<file path="config.mk">
export PLATFORM = sky130hd
export DESIGN_NAME = dma_controller_channel0
export DESIGN_NICKNAME = d
export VERILOG_FILES = /design/src/rtl/dmac0_pkg.sv /design/src/rtl/dmac0_core.sv /design/src/rtl/dma_controller_channel0.sv
export SDC_FILE = /design/constraint.sdc
export NUM_CORES = 1
export LEC_CHECK = 0
export BUFFER_PORTS_ARGS = -buffer_cell sky130_fd_sc_hd__buf_2
export CORE_UTILIZATION = 48
export CTS_CLUSTER_SIZE = 12
export DETAILED_ROUTE_END_ITERATION = 8
export GPL_TIMING_DRIVEN = 1
export SLEW_MARGIN = 20
export SYNTH_ARGS = -nofsm -noshare
export SYNTH_HDL_FRONTEND = slang
export SYNTH_SLANG_ARGS = --single-unit
</file>
<file path="constraint.sdc">
create_clock -name clk -period 6.25 [get_ports clk]
set_clock_uncertainty 0.15 [all_clocks]
set_input_delay 1.25 -clock clk [delete_from_list [all_inputs] [get_ports clk]]
set_output_delay 1.25 -clock clk [all_outputs]
set_load 0.05 [all_outputs]
</file>
<file path="src/rtl/dmac0_pkg.sv">
// Shared types and constants for the channel 0 DMA controller.
// No dependencies; imported by dmac0_core, dma_controller_channel0 and its testbench.
package dmac0_pkg;

    localparam int NUM_CHANNELS = 4;
    localparam int CH_W         = $clog2(NUM_CHANNELS);

    // request codes
    localparam logic [1:0] REQ_READ  = 2'd0;
    localparam logic [1:0] REQ_WRITE = 2'd1;
    localparam logic [1:0] REQ_START = 2'd2;
    localparam logic [1:0] REQ_TICK  = 2'd3;

    // bus ports
    localparam logic PORT_SELECT = 1'b0;
    localparam logic PORT_DATA   = 1'b1;

    // internal register map
    localparam logic [4:0] REG_CONTROL_BASE = 5'h10;
    localparam logic [4:0] REG_CONTROL_LAST = 5'h13;
    localparam logic [4:0] REG_PRIORITY     = 5'h14;
    localparam logic [4:0] REG_INTERRUPT    = 5'h15;
    localparam logic [4:0] REG_CHAIN        = 5'h16;

    // configuration register indexes
    localparam logic CFG_DEVICE_PRESENT = 1'b0;
    localparam logic CFG_CHAIN_SUPPORT  = 1'b1;

    // constants
    localparam logic [15:0] ADDR_RESET     = 16'hFFFF;
    localparam logic [15:0] COUNT_RESET    = 16'hFFFF;
    localparam logic [7:0]  CTRL_LOW_MASK  = 8'h0f;
    localparam logic [7:0]  CTRL_END       = 8'h80;
    localparam logic [7:0]  CTRL_BUSY      = 8'h40;
    localparam logic [7:0]  CTRL_KEEP      = 8'hc0;
    localparam logic [7:0]  PRIO_MASK      = 8'h8f;
    localparam logic [7:0]  CHAIN_END_FLAG = 8'h10;
    localparam logic [2:0]  CHAIN_MODE_ON  = 3'b001;
    localparam logic [1:0]  STALL_XFER     = 2'd3;
    localparam logic [1:0]  STALL_BURST    = 2'd2;

    typedef struct packed {
        logic [1:0] req_type;
        logic       port_sel;
        logic [7:0] wdata;
        logic       drq;
        logic [7:0] src_byte;
    } req_t;

    typedef struct packed {
        logic [7:0]  rdata;
        logic        xfer_done;
        logic        to_device;
        logic [15:0] xfer_addr;
        logic [7:0]  xfer_byte;
        logic [1:0]  stall_cycles;
        logic        irq;
        logic        busy_res;
    } rsp_t;

    typedef struct packed {
        logic device_present;
        logic chain_support;
    } cfg_t;

endpackage

</file>
<file path="src/rtl/dmac0_core.sv">
// Register file and per-beat update logic of the DMA controller.
// Depends on dmac0_pkg; instantiated by dma_controller_channel0.
module dmac0_core
    import dmac0_pkg::*;
(
    input  logic clk,
    input  logic rst_n,
    input  logic fire,
    input  req_t item,
    input  cfg_t cfg,
    output rsp_t result
);

    logic [15:0] addr_reg  [NUM_CHANNELS];
    logic [15:0] count_reg [NUM_CHANNELS];
    logic [7:0]  ctrl_reg  [NUM_CHANNELS];
    logic [15:0] addr_next  [NUM_CHANNELS];
    logic [15:0] count_next [NUM_CHANNELS];
    logic [7:0]  ctrl_next  [NUM_CHANNELS];
    logic [7:0]  prio_reg, prio_next;
    logic [7:0]  intr_reg, intr_next;
    logic [7:0]  chain_reg, chain_next;
    logic [4:0]  sel_reg, sel_next;
    logic        active_reg, active_next;
    logic        burst_reg, burst_next;
    logic        irq_reg, irq_next;

    always_comb
    begin
        logic [CH_W-1:0] ch;
        logic [CH_W-1:0] cch;
        logic [15:0]     cnt_dec;
        logic            chan_ok;

        addr_next   = addr_reg;
        count_next  = count_reg;
        ctrl_next   = ctrl_reg;
        prio_next   = prio_reg;
        intr_next   = intr_reg;
        chain_next  = chain_reg;
        sel_next    = sel_reg;
        active_next = active_reg;
        burst_next  = burst_reg;
        irq_next    = irq_reg;
        result      = '0;

        ch      = sel_reg[3:2];
        cch     = sel_reg[1:0];
        cnt_dec = count_reg[0] - 16'd1;
        chan_ok = 1'b0;

        if (fire && cfg.device_present)
        begin
            case (item.req_type)
                REQ_READ:
                begin
                    if (item.port_sel == PORT_SELECT)
                    begin
                        result.rdata = {3'b000, sel_reg};
                    end
                    else if (sel_reg < REG_CONTROL_BASE)
                    begin
                        if (ch == '0 || cfg.chain_support)
                        begin
                            case (sel_reg[1:0])
                                2'd0:    result.rdata = addr_reg[ch][15:8];
                                2'd1:    result.rdata = addr_reg[ch][7:0];
                                2'd2:    result.rdata = count_reg[ch][15:8];
                                default: result.rdata = count_reg[ch][7:0];
                            endcase
                        end
                    end
                    else if (sel_reg <= REG_CONTROL_LAST)
                    begin
                        chan_ok = (cch == '0) || cfg.chain_support;
                        if (chan_ok)
                        begin
                            // reading the control register clears its end flag
                            result.rdata   = ctrl_reg[cch];
                            ctrl_next[cch] = ctrl_reg[cch] & ~CTRL_END;
                        end
                    end
                    else if (sel_reg == REG_PRIORITY)
                    begin
                        result.rdata = prio_reg;
                    end
                    else if (sel_reg == REG_INTERRUPT)
                    begin
                        result.rdata = ((chain_reg >> 4) | CTRL_END) & intr_reg;
                        chain_next   = chain_reg & CTRL_LOW_MASK;
                        intr_next    = intr_reg & ~CTRL_END;
                        irq_next     = 1'b0;
                    end
                    else if (sel_reg == REG_CHAIN)
                    begin
                        result.rdata = chain_reg & CTRL_LOW_MASK;
                    end
                end
                REQ_WRITE:
                begin
                    if (item.port_sel == PORT_SELECT)
                    begin
                        sel_next = item.wdata[4:0];
                    end
                    else if (sel_reg < REG_CONTROL_BASE)
                    begin
                        case (sel_reg[1:0])
                            2'd0:    addr_next[ch][15:8]  = item.wdata;
                            2'd1:    addr_next[ch][7:0]   = item.wdata;
                            2'd2:    count_next[ch][15:8] = item.wdata;
                            default: count_next[ch][7:0]  = item.wdata;
                        endcase
                    end
                    else if (sel_reg <= REG_CONTROL_LAST)
                    begin
                        ctrl_next[cch] = (ctrl_reg[cch] & CTRL_KEEP)
                                       | (item.wdata & CTRL_LOW_MASK);
                    end
                    else if (sel_reg == REG_PRIORITY)
                    begin
                        prio_next = item.wdata & PRIO_MASK;
                    end
                    else if (sel_reg == REG_INTERRUPT)
                    begin
                        intr_next = (intr_reg & CTRL_END) | (item.wdata & CTRL_LOW_MASK);
                    end
                    else if (sel_reg == REG_CHAIN)
                    begin
                        chain_next = (chain_reg & ~CTRL_LOW_MASK)
                                   | (item.wdata & CTRL_LOW_MASK);
                    end
                end
                REQ_START:
                begin
                    if (!active_reg && count_reg[0] != '0 && prio_reg[0])
                    begin
                        active_next  = 1'b1;
                        ctrl_next[0] = (ctrl_reg[0] & CTRL_LOW_MASK) | CTRL_BUSY;
                    end
                end
                REQ_TICK:
                begin
                    if (active_reg && prio_reg[0])
                    begin
                        if (count_reg[0] == '0)
                        begin
                            // zero count ends without a byte; burst flag is left alone
                            active_next  = 1'b0;
                            ctrl_next[0] = (ctrl_reg[0] & CTRL_LOW_MASK) | CTRL_END;
                        end
                        else
                        begin
                            if (ctrl_reg[0][1])
                            begin
                                burst_next = 1'b1;
                            end
                            if (!item.drq)
                            begin
                                if (ctrl_reg[0][1] || burst_reg)
                                begin
                                    result.stall_cycles = STALL_BURST;
                                end
                            end
                            else
                            begin
                                result.xfer_done    = 1'b1;
                                result.to_device    = ctrl_reg[0][0];
                                result.xfer_byte    = item.src_byte;
                                result.stall_cycles = STALL_XFER;
                                if (ctrl_reg[0][3])
                                begin
                                    addr_next[0] = addr_reg[0] - 16'd1;
                                end
                                else
                                begin
                                    addr_next[0] = addr_reg[0] + 16'd1;
                                end
                                count_next[0] = cnt_dec;
                                if (cnt_dec == '0)
                                begin
                                    if (cfg.chain_support
                                        && chain_reg[2:0] == CHAIN_MODE_ON)
                                    begin
                                        // reload channel 0 from channel 3
                                        addr_next[0]  = addr_reg[3];
                                        count_next[0] = count_reg[3];
                                        count_next[3] = '0;
                                    end
                                    else
                                    begin
                                        active_next  = 1'b0;
                                        burst_next   = 1'b0;
                                        ctrl_next[0] = (ctrl_reg[0] & CTRL_LOW_MASK)
                                                     | CTRL_END;
                                        chain_next   = chain_reg | CHAIN_END_FLAG;
                                        if (intr_reg[0])
                                        begin
                                            intr_next = intr_reg | CTRL_END;
                                            irq_next  = 1'b1;
                                        end
                                    end
                                end
                            end
                        end
                    end
                end
                default:
                begin
                end
            endcase
        end

        result.xfer_addr = result.xfer_done ? addr_reg[0] : addr_next[0];
        result.irq       = irq_next;
        result.busy_res  = active_next;
    end

    always_ff @(posedge clk or negedge rst_n)
    begin
        if (!rst_n)
        begin
            for (int i = 0; i < NUM_CHANNELS; i++)
            begin
                addr_reg[i]  <= ADDR_RESET;
                count_reg[i] <= COUNT_RESET;
                ctrl_reg[i]  <= '0;
            end
            prio_reg   <= '0;
            intr_reg   <= '0;
            chain_reg  <= '0;
            sel_reg    <= '0;
            active_reg <= 1'b0;
            burst_reg  <= 1'b0;
            irq_reg    <= 1'b0;
        end
        else
        begin
            addr_reg   <= addr_next;
            count_reg  <= count_next;
            ctrl_reg   <= ctrl_next;
            prio_reg   <= prio_next;
            intr_reg   <= intr_next;
            chain_reg  <= chain_next;
            sel_reg    <= sel_next;
            active_reg <= active_next;
            burst_reg  <= burst_next;
            irq_reg    <= irq_next;
        end
    end

endmodule

</file>
<file path="src/rtl/dma_controller_channel0.sv">
// Top level of the channel 0 DMA controller: input register, result register, config.
// Depends on dmac0_pkg and dmac0_core.
//
// Usage:
//   Request channel: req_valid / req_stall / req (req_t). One beat is a bus read,
//   a bus write, a start request or a transfer tick.
//   Result channel: rsp_valid / rsp_stall / rsp (rsp_t). Exactly one result beat
//   per request beat, in order.
//   Config port: cfg_we / cfg_index / cfg_wdata, written by the user only while idle;
//   the block itself does not enforce this.
// Throughput: one request per clock while rsp_stall is low; the register file update
//   is a single pass of logic between the request register and the result register.
// Reset: all channel registers go to their reset values, both config bits to 1,
//   both pipeline registers empty.
// Stall: while rsp_stall holds a result, one more request is taken into the
//   request register; after that req_stall rises until the result drains.
module dma_controller_channel0
    import dmac0_pkg::*;
(
    input  logic clk,
    input  logic rst_n,
    input  logic req_valid,
    output logic req_stall,
    input  req_t req,
    output logic rsp_valid,
    input  logic rsp_stall,
    output rsp_t rsp,
    input  logic cfg_we,
    input  logic cfg_index,
    input  logic cfg_wdata
);

    req_t in_reg;
    logic in_vld_reg, in_vld_next;
    rsp_t out_reg;
    logic out_vld_reg, out_vld_next;
    rsp_t result;
    cfg_t cfg_reg;
    logic out_ready;
    logic fire;
    logic accept;

    assign out_ready    = !out_vld_reg || !rsp_stall;
    assign fire         = in_vld_reg && out_ready;
    assign req_stall    = in_vld_reg && !out_ready;
    assign accept       = req_valid && !req_stall;
    assign in_vld_next  = accept || (in_vld_reg && !fire);
    assign out_vld_next = fire || (out_vld_reg && rsp_stall);

    assign rsp_valid = out_vld_reg;
    assign rsp       = out_reg;

    dmac0_core u_core
    (
        .clk    (clk),
        .rst_n  (rst_n),
        .fire   (fire),
        .item   (in_reg),
        .cfg    (cfg_reg),
        .result (result)
    );

    always_ff @(posedge clk or negedge rst_n)
    begin
        if (!rst_n)
        begin
            in_vld_reg             <= 1'b0;
            out_vld_reg            <= 1'b0;
            cfg_reg.device_present <= 1'b1;
            cfg_reg.chain_support  <= 1'b1;
        end
        else
        begin
            in_vld_reg  <= in_vld_next;
            out_vld_reg <= out_vld_next;
            if (cfg_we)
            begin
                case (cfg_index)
                    CFG_DEVICE_PRESENT: cfg_reg.device_present <= cfg_wdata;
                    CFG_CHAIN_SUPPORT:  cfg_reg.chain_support  <= cfg_wdata;
                    default:
                    begin
                    end
                endcase
            end
        end
    end

    always_ff @(posedge clk)
    begin
        if (accept)
        begin
            in_reg <= req;
        end
        if (fire)
        begin
            out_reg <= result;
        end
    end

`ifndef ASSERT_OFF
    a_fire_gives_result: assert property (@(posedge clk) disable iff (!rst_n)
        fire |=> rsp_valid)
        else $error("processed request produced no result");

    a_stall_only_when_full: assert property (@(posedge clk) disable iff (!rst_n)
        req_stall |-> (in_vld_reg && out_vld_reg))
        else $error("request stalled with room in the pipeline");

    a_idle_fields_zero: assert property (@(posedge clk) disable iff (!rst_n)
        (rsp_valid && !rsp.xfer_done) |-> (!rsp.to_device && rsp.xfer_byte == 8'd0))
        else $error("transfer fields set without a transfer");

    a_xfer_stall: assert property (@(posedge clk) disable iff (!rst_n)
        (rsp_valid && rsp.xfer_done) |-> (rsp.stall_cycles == STALL_XFER))
        else $error("transfer beat without full stall count");
`endif

endmodule

</file>
==> results.yml, run 1 <==
synth:
  synth.area.top_cells: "sky130_fd_sc_hd__dfstp_2, sky130_fd_sc_hd__edfxtp_1, sky130_fd_sc_hd__dfrtp_1, sky130_fd_sc_hd__mux2_2, sky130_fd_sc_hd__mux4_2"
  async_reset_ff_share_pct: 76.6
  post_synthesis_net_count: 1223
  synth_xor_area_share_pct: 1.30
  netlist.area_leader.share_pct: 25.3
  synth_enable_flop_cells: 58
  synthesis.instances: 1174
  synthFlopType: "sky130_fd_sc_hd__dfstp_2"
  mappedNetlistArea_sq_mm: 0.0135
  yosysTopAreaCell: "sky130_fd_sc_hd__dfstp_2"
  yosysWarnings: 0
  synth_simple_gate_area_share_pct: 11.8
  yosys-mux-area-fraction_pct: 18.2
  synth_area_per_cell_sq_um: 11.5
  yosys.area_share.adder_pct: 2.10
  synth_compound_area_share_pct: 13.9
  synth.distinct_cells: 86
  yosysSeqAreaShare_pct: 49.4
  main_combinational_cell_family_by_area_after_synthesis: "multiplexers"
  synth-seq-cells: 248
min_path:
  holdCritPathClass: "flip-flop to flip-flop"
  hold_path_depth: 0
  hold_start: "u_core.ctrl_reg[22]"
  worstHoldEndpoint: "u_core.ctrl_reg[22]"
timing:
  layout_setup_ws_ns: 1.96
  post-route-period-util_pct: 68.6
  finalSetupTns_ns: 0
  setup_violation_total_in_the_final_timing_report: 0
  tightestPinTransition_ns: 1.10
  max_slew_vio_count: 0
  rsz0062_at_grt: "false"
  final.min_clock_period_ns: 4.29
  timing.fmax_mhz: 233
  hold_violations: 0
  maxSlewHeadroom_pct: 26.2
global_route:
  grt_pass1_vias: 9805
  track_usage_pct: 27.7
  global_route.overflow_total: 0
  antenna_found_initial: 0
  grt_pass1_wl_microns: 60400
  pin_count_of_the_biggest_net_entering_global_routing: 100
outcome:
  run_status: "complete, no violations"
critical_path:
  criticalPathCategory: "input port to flip-flop"
  worst-endpoint-required_ns: 6.58
  critPathMaxStageDelay_ns: 0.90
  critPathCaptureType: "flip-flop"
  path_cells: "buf_2 > a21boi_4 > buf_4 > and2_1 > nand2_1 > a2111oi_4 > a21boi_1 > nor2_1 > a31oi_1"
  critical-path-slowest-cell: "sky130_fd_sc_hd__a2111oi_4"
  timing.rr.end: "rsp[17]"
  ff2ff_setup_slack_ns: 2.30
  crit_arrival_ns: 4.62
  critical_path.max_fanout: 41
  timing.rr.start: "u_core.count_reg[49]"
  reg2regPathDepth: 11
  critPathLaunchType: "input port"
placed_design:
  dp_slack_ns: 1.42
  finalWeightedCongestion: 0.886
  dpl-instance-area_sq_mm: 0.0141
  io_buffer_count: 66
  detailedPlacementHpwl_microns: 26200
flow_run:
  drv.max_cap_violation_count: 0
cells_and_area:
  multiInputGateArea_sq_mm: 0.00638
  final-seq-area_sq_mm: 0.00666
  antennaDiodeCount: 0
  share_of_layout_cells_above_drive_strength_1_pct: 37.0
  design.final.nets: 1264
  fillCellCount: 2352
  synthToLayoutAreaGrowth_pct: 11.9
  layout.cell_area.non_filler_sq_mm: 0.0151
clock_network:
  clock-root-buffer: "sky130_fd_sc_hd__clkbuf_16"
  max_root_sink_buffers: 3
  cts_tree: "yes"
  cts_made_buffers: 29
  cts.clk_slew.worst_paths_ns: 0.06
  post_cts_buffers: 0
  cts.htree.levels: 1
  cts_sinks: 248
  clock_latency_ns: 0.56
  cts_repair_resize_count: 0
  postCtsHoldBufs: 0
power_and_ir_drop:
  ir_worst_vdd_v: 0.000202
  share_clk_of_total_power_pct: 27.5
  net-switching-power_uw: 2360
  power-per-cell-area_mw_per_mm2: 418
  power.combinational.fraction_pct: 34.3
  sw_frac_of_total_pct: 37.4
  intPower_uw: 3950
  total_leakage_power_uw: 0.00598
  p_seq_share_pct: 38.2
routing:
  drc: 0
  drtAntennaViolNets: 0
  route.detailed.wl_per_inst_microns: 24.2
  route.detailed.vias_per_inst: 6.26
  detail_route.wirelength_microns: 39000
  detailroute.via_count: 10100
  drt-pass1-iter-count: 6
  drtIter0Drc: 809
floorplanning:
  floorplan.initialDensity_pct: 49.5
  design.portCount: 67
  die-height_microns: 170
  dieWidth_microns: 170
  overall_die_area_sq_mm: 0.0288
  design.core.area_sq_mm: 0.0273
  number_of_placement_rows: 60
Yosys cell counts, types with 7 or more instances:
master / instances
sky130_fd_sc_hd__mux2_2: 115
sky130_fd_sc_hd__nand2b_1: 11
sky130_fd_sc_hd__o211ai_1: 14
sky130_fd_sc_hd__nor2b_1: 22
sky130_fd_sc_hd__inv_1: 23
sky130_fd_sc_hd__clkbuf_1: 46
sky130_fd_sc_hd__a211oi_1: 16
sky130_fd_sc_hd__a22oi_1: 15
sky130_fd_sc_hd__xnor2_1: 9
sky130_fd_sc_hd__o21ai_0: 80
sky130_fd_sc_hd__nand3_1: 21
sky130_fd_sc_hd__a21o_1: 11
sky130_fd_sc_hd__o21a_1: 7
sky130_fd_sc_hd__edfxtp_1: 58
sky130_fd_sc_hd__a31oi_1: 26
sky130_fd_sc_hd__dfstp_2: 130
sky130_fd_sc_hd__nor3_1: 14
sky130_fd_sc_hd__dfrtp_1: 60
sky130_fd_sc_hd__buf_2: 13
sky130_fd_sc_hd__a21oi_1: 50
sky130_fd_sc_hd__nor2_1: 83
sky130_fd_sc_hd__mux4_2: 47
sky130_fd_sc_hd__xor2_1: 11
sky130_fd_sc_hd__nand2_1: 109
sky130_fd_sc_hd__and3_1: 15
sky130_fd_sc_hd__ha_1: 21
sky130_fd_sc_hd__mux2i_1: 10
sky130_fd_sc_hd__buf_1: 10
worst max-delay path by stage:
stage                     depth (start not counted)  slack (ns)                    to      start
after floorplan                                   8        0.11               rsp[24]  rsp_stall
after global placement                            9        1.49  u_core.count_reg[57]  rsp_stall
after detailed placement                         10        1.42               rsp[17]  rsp_stall
after CTS                                        10        2.00               rsp[17]  rsp_stall
after global routing                             10        1.69               rsp[17]  rsp_stall
final                                             9        1.96  u_core.count_reg[57]  rsp_stall
power by group through the flow:
stage               registers (uW)  clock network [uW]  logic, uW
floorplan                     2280                   0       1630
global placement              2420                   0       2120
detailed placement            2420                   0       2140
CTS                           2390                1760       2150
global route                  2440                1810       2360
finish                        2410                1730       2160
area by class of cell:
cell class              instances  share of cell area, %
well taps                     372                   3.09
repair buffers                 88                   3.34
clock buffers                  41                   5.89
inverters                      24                  0.597
clock inverters                11                  0.606
multi-input cells             824                   42.3
flip-flops and latches        248                   44.2
cells by family after synthesis:
family / count (synthesis)
AO/OA/AOI/OAI: 283
XOR/XNOR: 20
adder cells (fa/ha/maj): 22
buffers and inverters: 102
flip-flops: 248
multiplexers: 172
AND/OR/NAND/NOR: 327
routing by layer:
| layer | vias to the layer above | share of wire [%] | global-route usage, % |
|---|---|---|---|
| li1 | 4475 | - | - |
| met5 | - | 0 | 0 |
| met4 | 0 | 1.9 | 6.58 |
| met1 | 5130 | 45 | 41.2 |
| met3 | 50 | 7.0 | 3.59 |
| met2 | 408 | 46 | 43.1 |
cell usage in the layout (no fill, tap or decap), types with 4 or more instances in the layout:
cell and n:
sky130_fd_sc_hd__dfstp_2 130, sky130_fd_sc_hd__mux2_2 115, sky130_fd_sc_hd__nand2_1 109, sky130_fd_sc_hd__nor2_1 83, sky130_fd_sc_hd__o21ai_0 80, sky130_fd_sc_hd__buf_2 65, sky130_fd_sc_hd__dfrtp_1 59, sky130_fd_sc_hd__edfxtp_1 58
sky130_fd_sc_hd__a21oi_1 50, sky130_fd_sc_hd__mux4_2 47, sky130_fd_sc_hd__clkbuf_16 32, sky130_fd_sc_hd__a31oi_1 26, sky130_fd_sc_hd__inv_1 23, sky130_fd_sc_hd__nor2b_1 22, sky130_fd_sc_hd__buf_4 22, sky130_fd_sc_hd__nand3_1 21
sky130_fd_sc_hd__ha_1 21, sky130_fd_sc_hd__a211oi_1 16, sky130_fd_sc_hd__and3_1 15, sky130_fd_sc_hd__a22oi_1 15, sky130_fd_sc_hd__nor3_1 14, sky130_fd_sc_hd__o211ai_1 14, sky130_fd_sc_hd__a21o_1 11, sky130_fd_sc_hd__xor2_1 11
sky130_fd_sc_hd__nand2b_1 11, sky130_fd_sc_hd__mux2i_1 10, sky130_fd_sc_hd__xnor2_1 9, sky130_fd_sc_hd__o21a_1 7, sky130_fd_sc_hd__clkinv_2 7, sky130_fd_sc_hd__nand4_1 6, sky130_fd_sc_hd__o31ai_1 6, sky130_fd_sc_hd__a221oi_1 6
sky130_fd_sc_hd__clkbuf_8 6, sky130_fd_sc_hd__and2_1 5, sky130_fd_sc_hd__nor4_1 5, sky130_fd_sc_hd__o21bai_1 5, sky130_fd_sc_hd__a41oi_1 5, sky130_fd_sc_hd__nand3b_1 4, sky130_fd_sc_hd__or2_2 4, sky130_fd_sc_hd__nor2_2 4
critical path: cells and delay by family:
family | cells | cell delay, ns
AO/OA/AOI/OAI | 4 | 1.85
AND/OR/NAND/NOR | 3 | 0.90
buffers and inverters | 2 | 0.61
metrics by stage:
step	instances	power, uW	utilization, %	hold WS (ns)
CTS	1608	6300	55.4	0.227
global route	1608	6610	55.4	0.237
finish	1608	6300	55.4	0.222
floorplan	1174	3910	-	0.274
detailed placement	1556	4550	51.8	0.214
global placement	1556	4540	51.8	0.212
Power figures use the tool's default switching activity.
==> run 2: changes to the inputs <==
PLACE_DENSITY = 0.67   (was default)
clock period = 3.82 ns   (was 6.25 ns; I/O delays follow)
==> run 2 against run 1 <==
  * Via count increased by 0.62%
  * Utilization increased by 0.45 points
  * Final cell count increased by 1.6%
  * Clock-buffer cell count increased by 1
  * Clock power increased by 50%
  * Wire length decreased by 3.1%
  * Largest power group unchanged
==> results.yml, run 2 (synthesis gave the netlist of run 1 again) <==
clock_network:
  cts.clk_slew.worst_paths_ns: 0.06
  cts_sinks: 248
  postCtsHoldBufs: 0
  clock-root-buffer: "sky130_fd_sc_hd__clkbuf_16"
  post_cts_buffers: 0
  clock_latency_ns: 0.54
  cts_repair_resize_count: 0
  max_root_sink_buffers: 3
  cts.htree.levels: 1
  cts_made_buffers: 28
  cts_tree: "yes"
routing:
  route.detailed.vias_per_inst: 6.20
  detail_route.wirelength_microns: 37800
  detailroute.via_count: 10100
  drc: 0
  drt-pass1-iter-count: 6
  drtIter0Drc: 1116
  route.detailed.wl_per_inst_microns: 23.1
  drtAntennaViolNets: 0
cells_and_area:
  layout.cells.most_common_list: "sky130_fd_sc_hd__dfstp_2, sky130_fd_sc_hd__mux2_2, sky130_fd_sc_hd__nand2_1, sky130_fd_sc_hd__nor2_1, sky130_fd_sc_hd__o21ai_0"
  antennaDiodeCount: 0
  design.final.nets: 1288
  most_frequent_standard_cell_in_the_layout_excluding_fill_and_tap_cells: "sky130_fd_sc_hd__dfstp_2"
  share_of_layout_cells_above_drive_strength_1_pct: 37.7
  synthToLayoutAreaGrowth_pct: 12.8
  fillCellCount: 2348
  layout.cell_area.non_filler_sq_mm: 0.0152
critical_path:
  crit_arrival_ns: 3.48
  timing.rr.end: "rsp[14]"
  critical_path.max_fanout: 11
  worst-endpoint-required_ns: 3.96
  reg2regPathDepth: 9
  path_cells: "inv_1 > ha_1 > or3b_1 > nor3_4 > nor2_2 > and4_1 > or4_1 > o2111ai_1 > nand2_1"
  timing.rr.start: "u_core.count_reg[48]"
  ff2ff_setup_slack_ns: 0.48
  critPathMaxStageDelay_ns: 0.58
  criticalPathCategory: "flip-flop to flip-flop"
  critical-path-slowest-cell: "sky130_fd_sc_hd__or4_1"
  critPathLaunchType: "flip-flop"
  critPathCaptureType: "flip-flop"
power_and_ir_drop:
  power.total_uw: 10000
  power.combinational.fraction_pct: 35.5
  sw_frac_of_total_pct: 37.0
  p_seq_share_pct: 38.6
  share_clk_of_total_power_pct: 25.9
  power-per-cell-area_mw_per_mm2: 661
  net-switching-power_uw: 3720
  ir_worst_vdd_v: 0.000336
  total_leakage_power_uw: 0.00607
  intPower_uw: 6330
placed_design:
  finalWeightedCongestion: 0.928
  detailedPlacementHpwl_microns: 26400
  dpl-instance-area_sq_mm: 0.0143
  io_buffer_count: 66
floorplanning:
  dieWidth_microns: 170
  number_of_placement_rows: 60
  die-height_microns: 170
  overall_die_area_sq_mm: 0.0288
  design.portCount: 67
  floorplan.initialDensity_pct: 49.5
  design.core.area_sq_mm: 0.0273
timing:
  final.min_clock_period_ns: 3.34
  maxSlewHeadroom_pct: 36.0
  finalSetupTns_ns: 0
  rsz0062_at_grt: "false"
  hold_violations: 0
  setup_violation_total_in_the_final_timing_report: 0
  post-route-period-util_pct: 87.4
  max_slew_vio_count: 0
  tightestPinTransition_ns: 0.960
  timing.fmax_mhz: 299
global_route:
  global_route.overflow_total: 0
  pin_count_of_the_biggest_net_entering_global_routing: 99
  grt_pass1_wl_microns: 58800
  track_usage_pct: 26.8
  grt_pass1_vias: 9814
  antenna_found_initial: 0
outcome:
  run_status: "complete, no violations"
flow_run:
  drv.max_cap_violation_count: 0
min_path:
  holdCritPathClass: "input port to asynchronous set/reset pin"
[run 2: cell types whose count changed in the layout (fill, tap and decap cells not counted), sizes merged]
cell	previous run	this run
clkbuf	42	43
clkinv	7	6
buf	87	112
[run 2: worst max path at each step]
stage	slack [ns]	depth (start not counted)	end	startpoint
2_1_floorplan	0.18	6	u_core.ctrl_reg[0]	rsp_stall
3_3_place_gp	0.61	9	rsp[14]	u_core.count_reg[48]
3_5_place_dp	0.52	9	rsp[14]	u_core.count_reg[48]
4_1_cts	0.49	9	rsp[14]	u_core.count_reg[48]
5_1_grt	0.34	9	rsp[14]	u_core.count_reg[49]
6_report	0.48	9	rsp[14]	u_core.count_reg[48]
[run 2: cell type report]
| class | instances | area [sq um] | share of cell area, % |
|---|---|---|---|
| sequential | 248 | 6660 | 43.8 |
| multi-input combinational | 824 | 6380 | 42.0 |
| clock buffer | 42 | 798 | 5.25 |
| timing repair buffer | 113 | 724 | 4.76 |
| tap | 372 | 465 | 3.06 |
| inverter | 24 | 90.1 | 0.592 |
| clock inverter | 10 | 82.6 | 0.543 |
[run 2: metrics by stage]
stage	hold slack (ns)	setup WS (ns)	utilization, %	cells
floorplan	0.274	0.180	-	1174
global route	0.230	0.339	55.8	1633
detailed placement	0.214	0.519	52.5	1580
CTS	0.202	0.485	55.7	1632
global placement	0.213	0.609	52.5	1580
finish	0.225	0.480	55.8	1633
[run 2: power by group through the flow]
stage | Clock (uW) | Sequential [uW] | Combinational (uW)
6_report | 2600 | 3880 | 3570
2_1_floorplan | 0 | 3730 | 2660
4_1_cts | 2640 | 3870 | 3530
3_3_place_gp | 0 | 3890 | 3450
3_5_place_dp | 0 | 3900 | 3510
5_1_grt | 2740 | 3940 | 3880
[run 2: metal layers]
| layer | global-route usage [%] | up-vias | part of all wire (%) |
|---|---|---|---|
| met2 | 41.3 | 455 | 45 |
| met4 | 7.25 | 0 | 2.5 |
| met5 | 0 | - | 0 |
| li1 | - | 4522 | - |
| met1 | 39.1 | 5087 | 44 |
| met3 | 4.45 | 61 | 8.2 |
[run 2: critical path, delay by kind of cell, from the launching register on]
kind / cells / cell delay, ns
simple gates: 6 / 2.06
flops: 1 / 0.42
fa+ha+maj: 1 / 0.24
compound gates: 1 / 0.13
buf+inv: 1 / 0.07
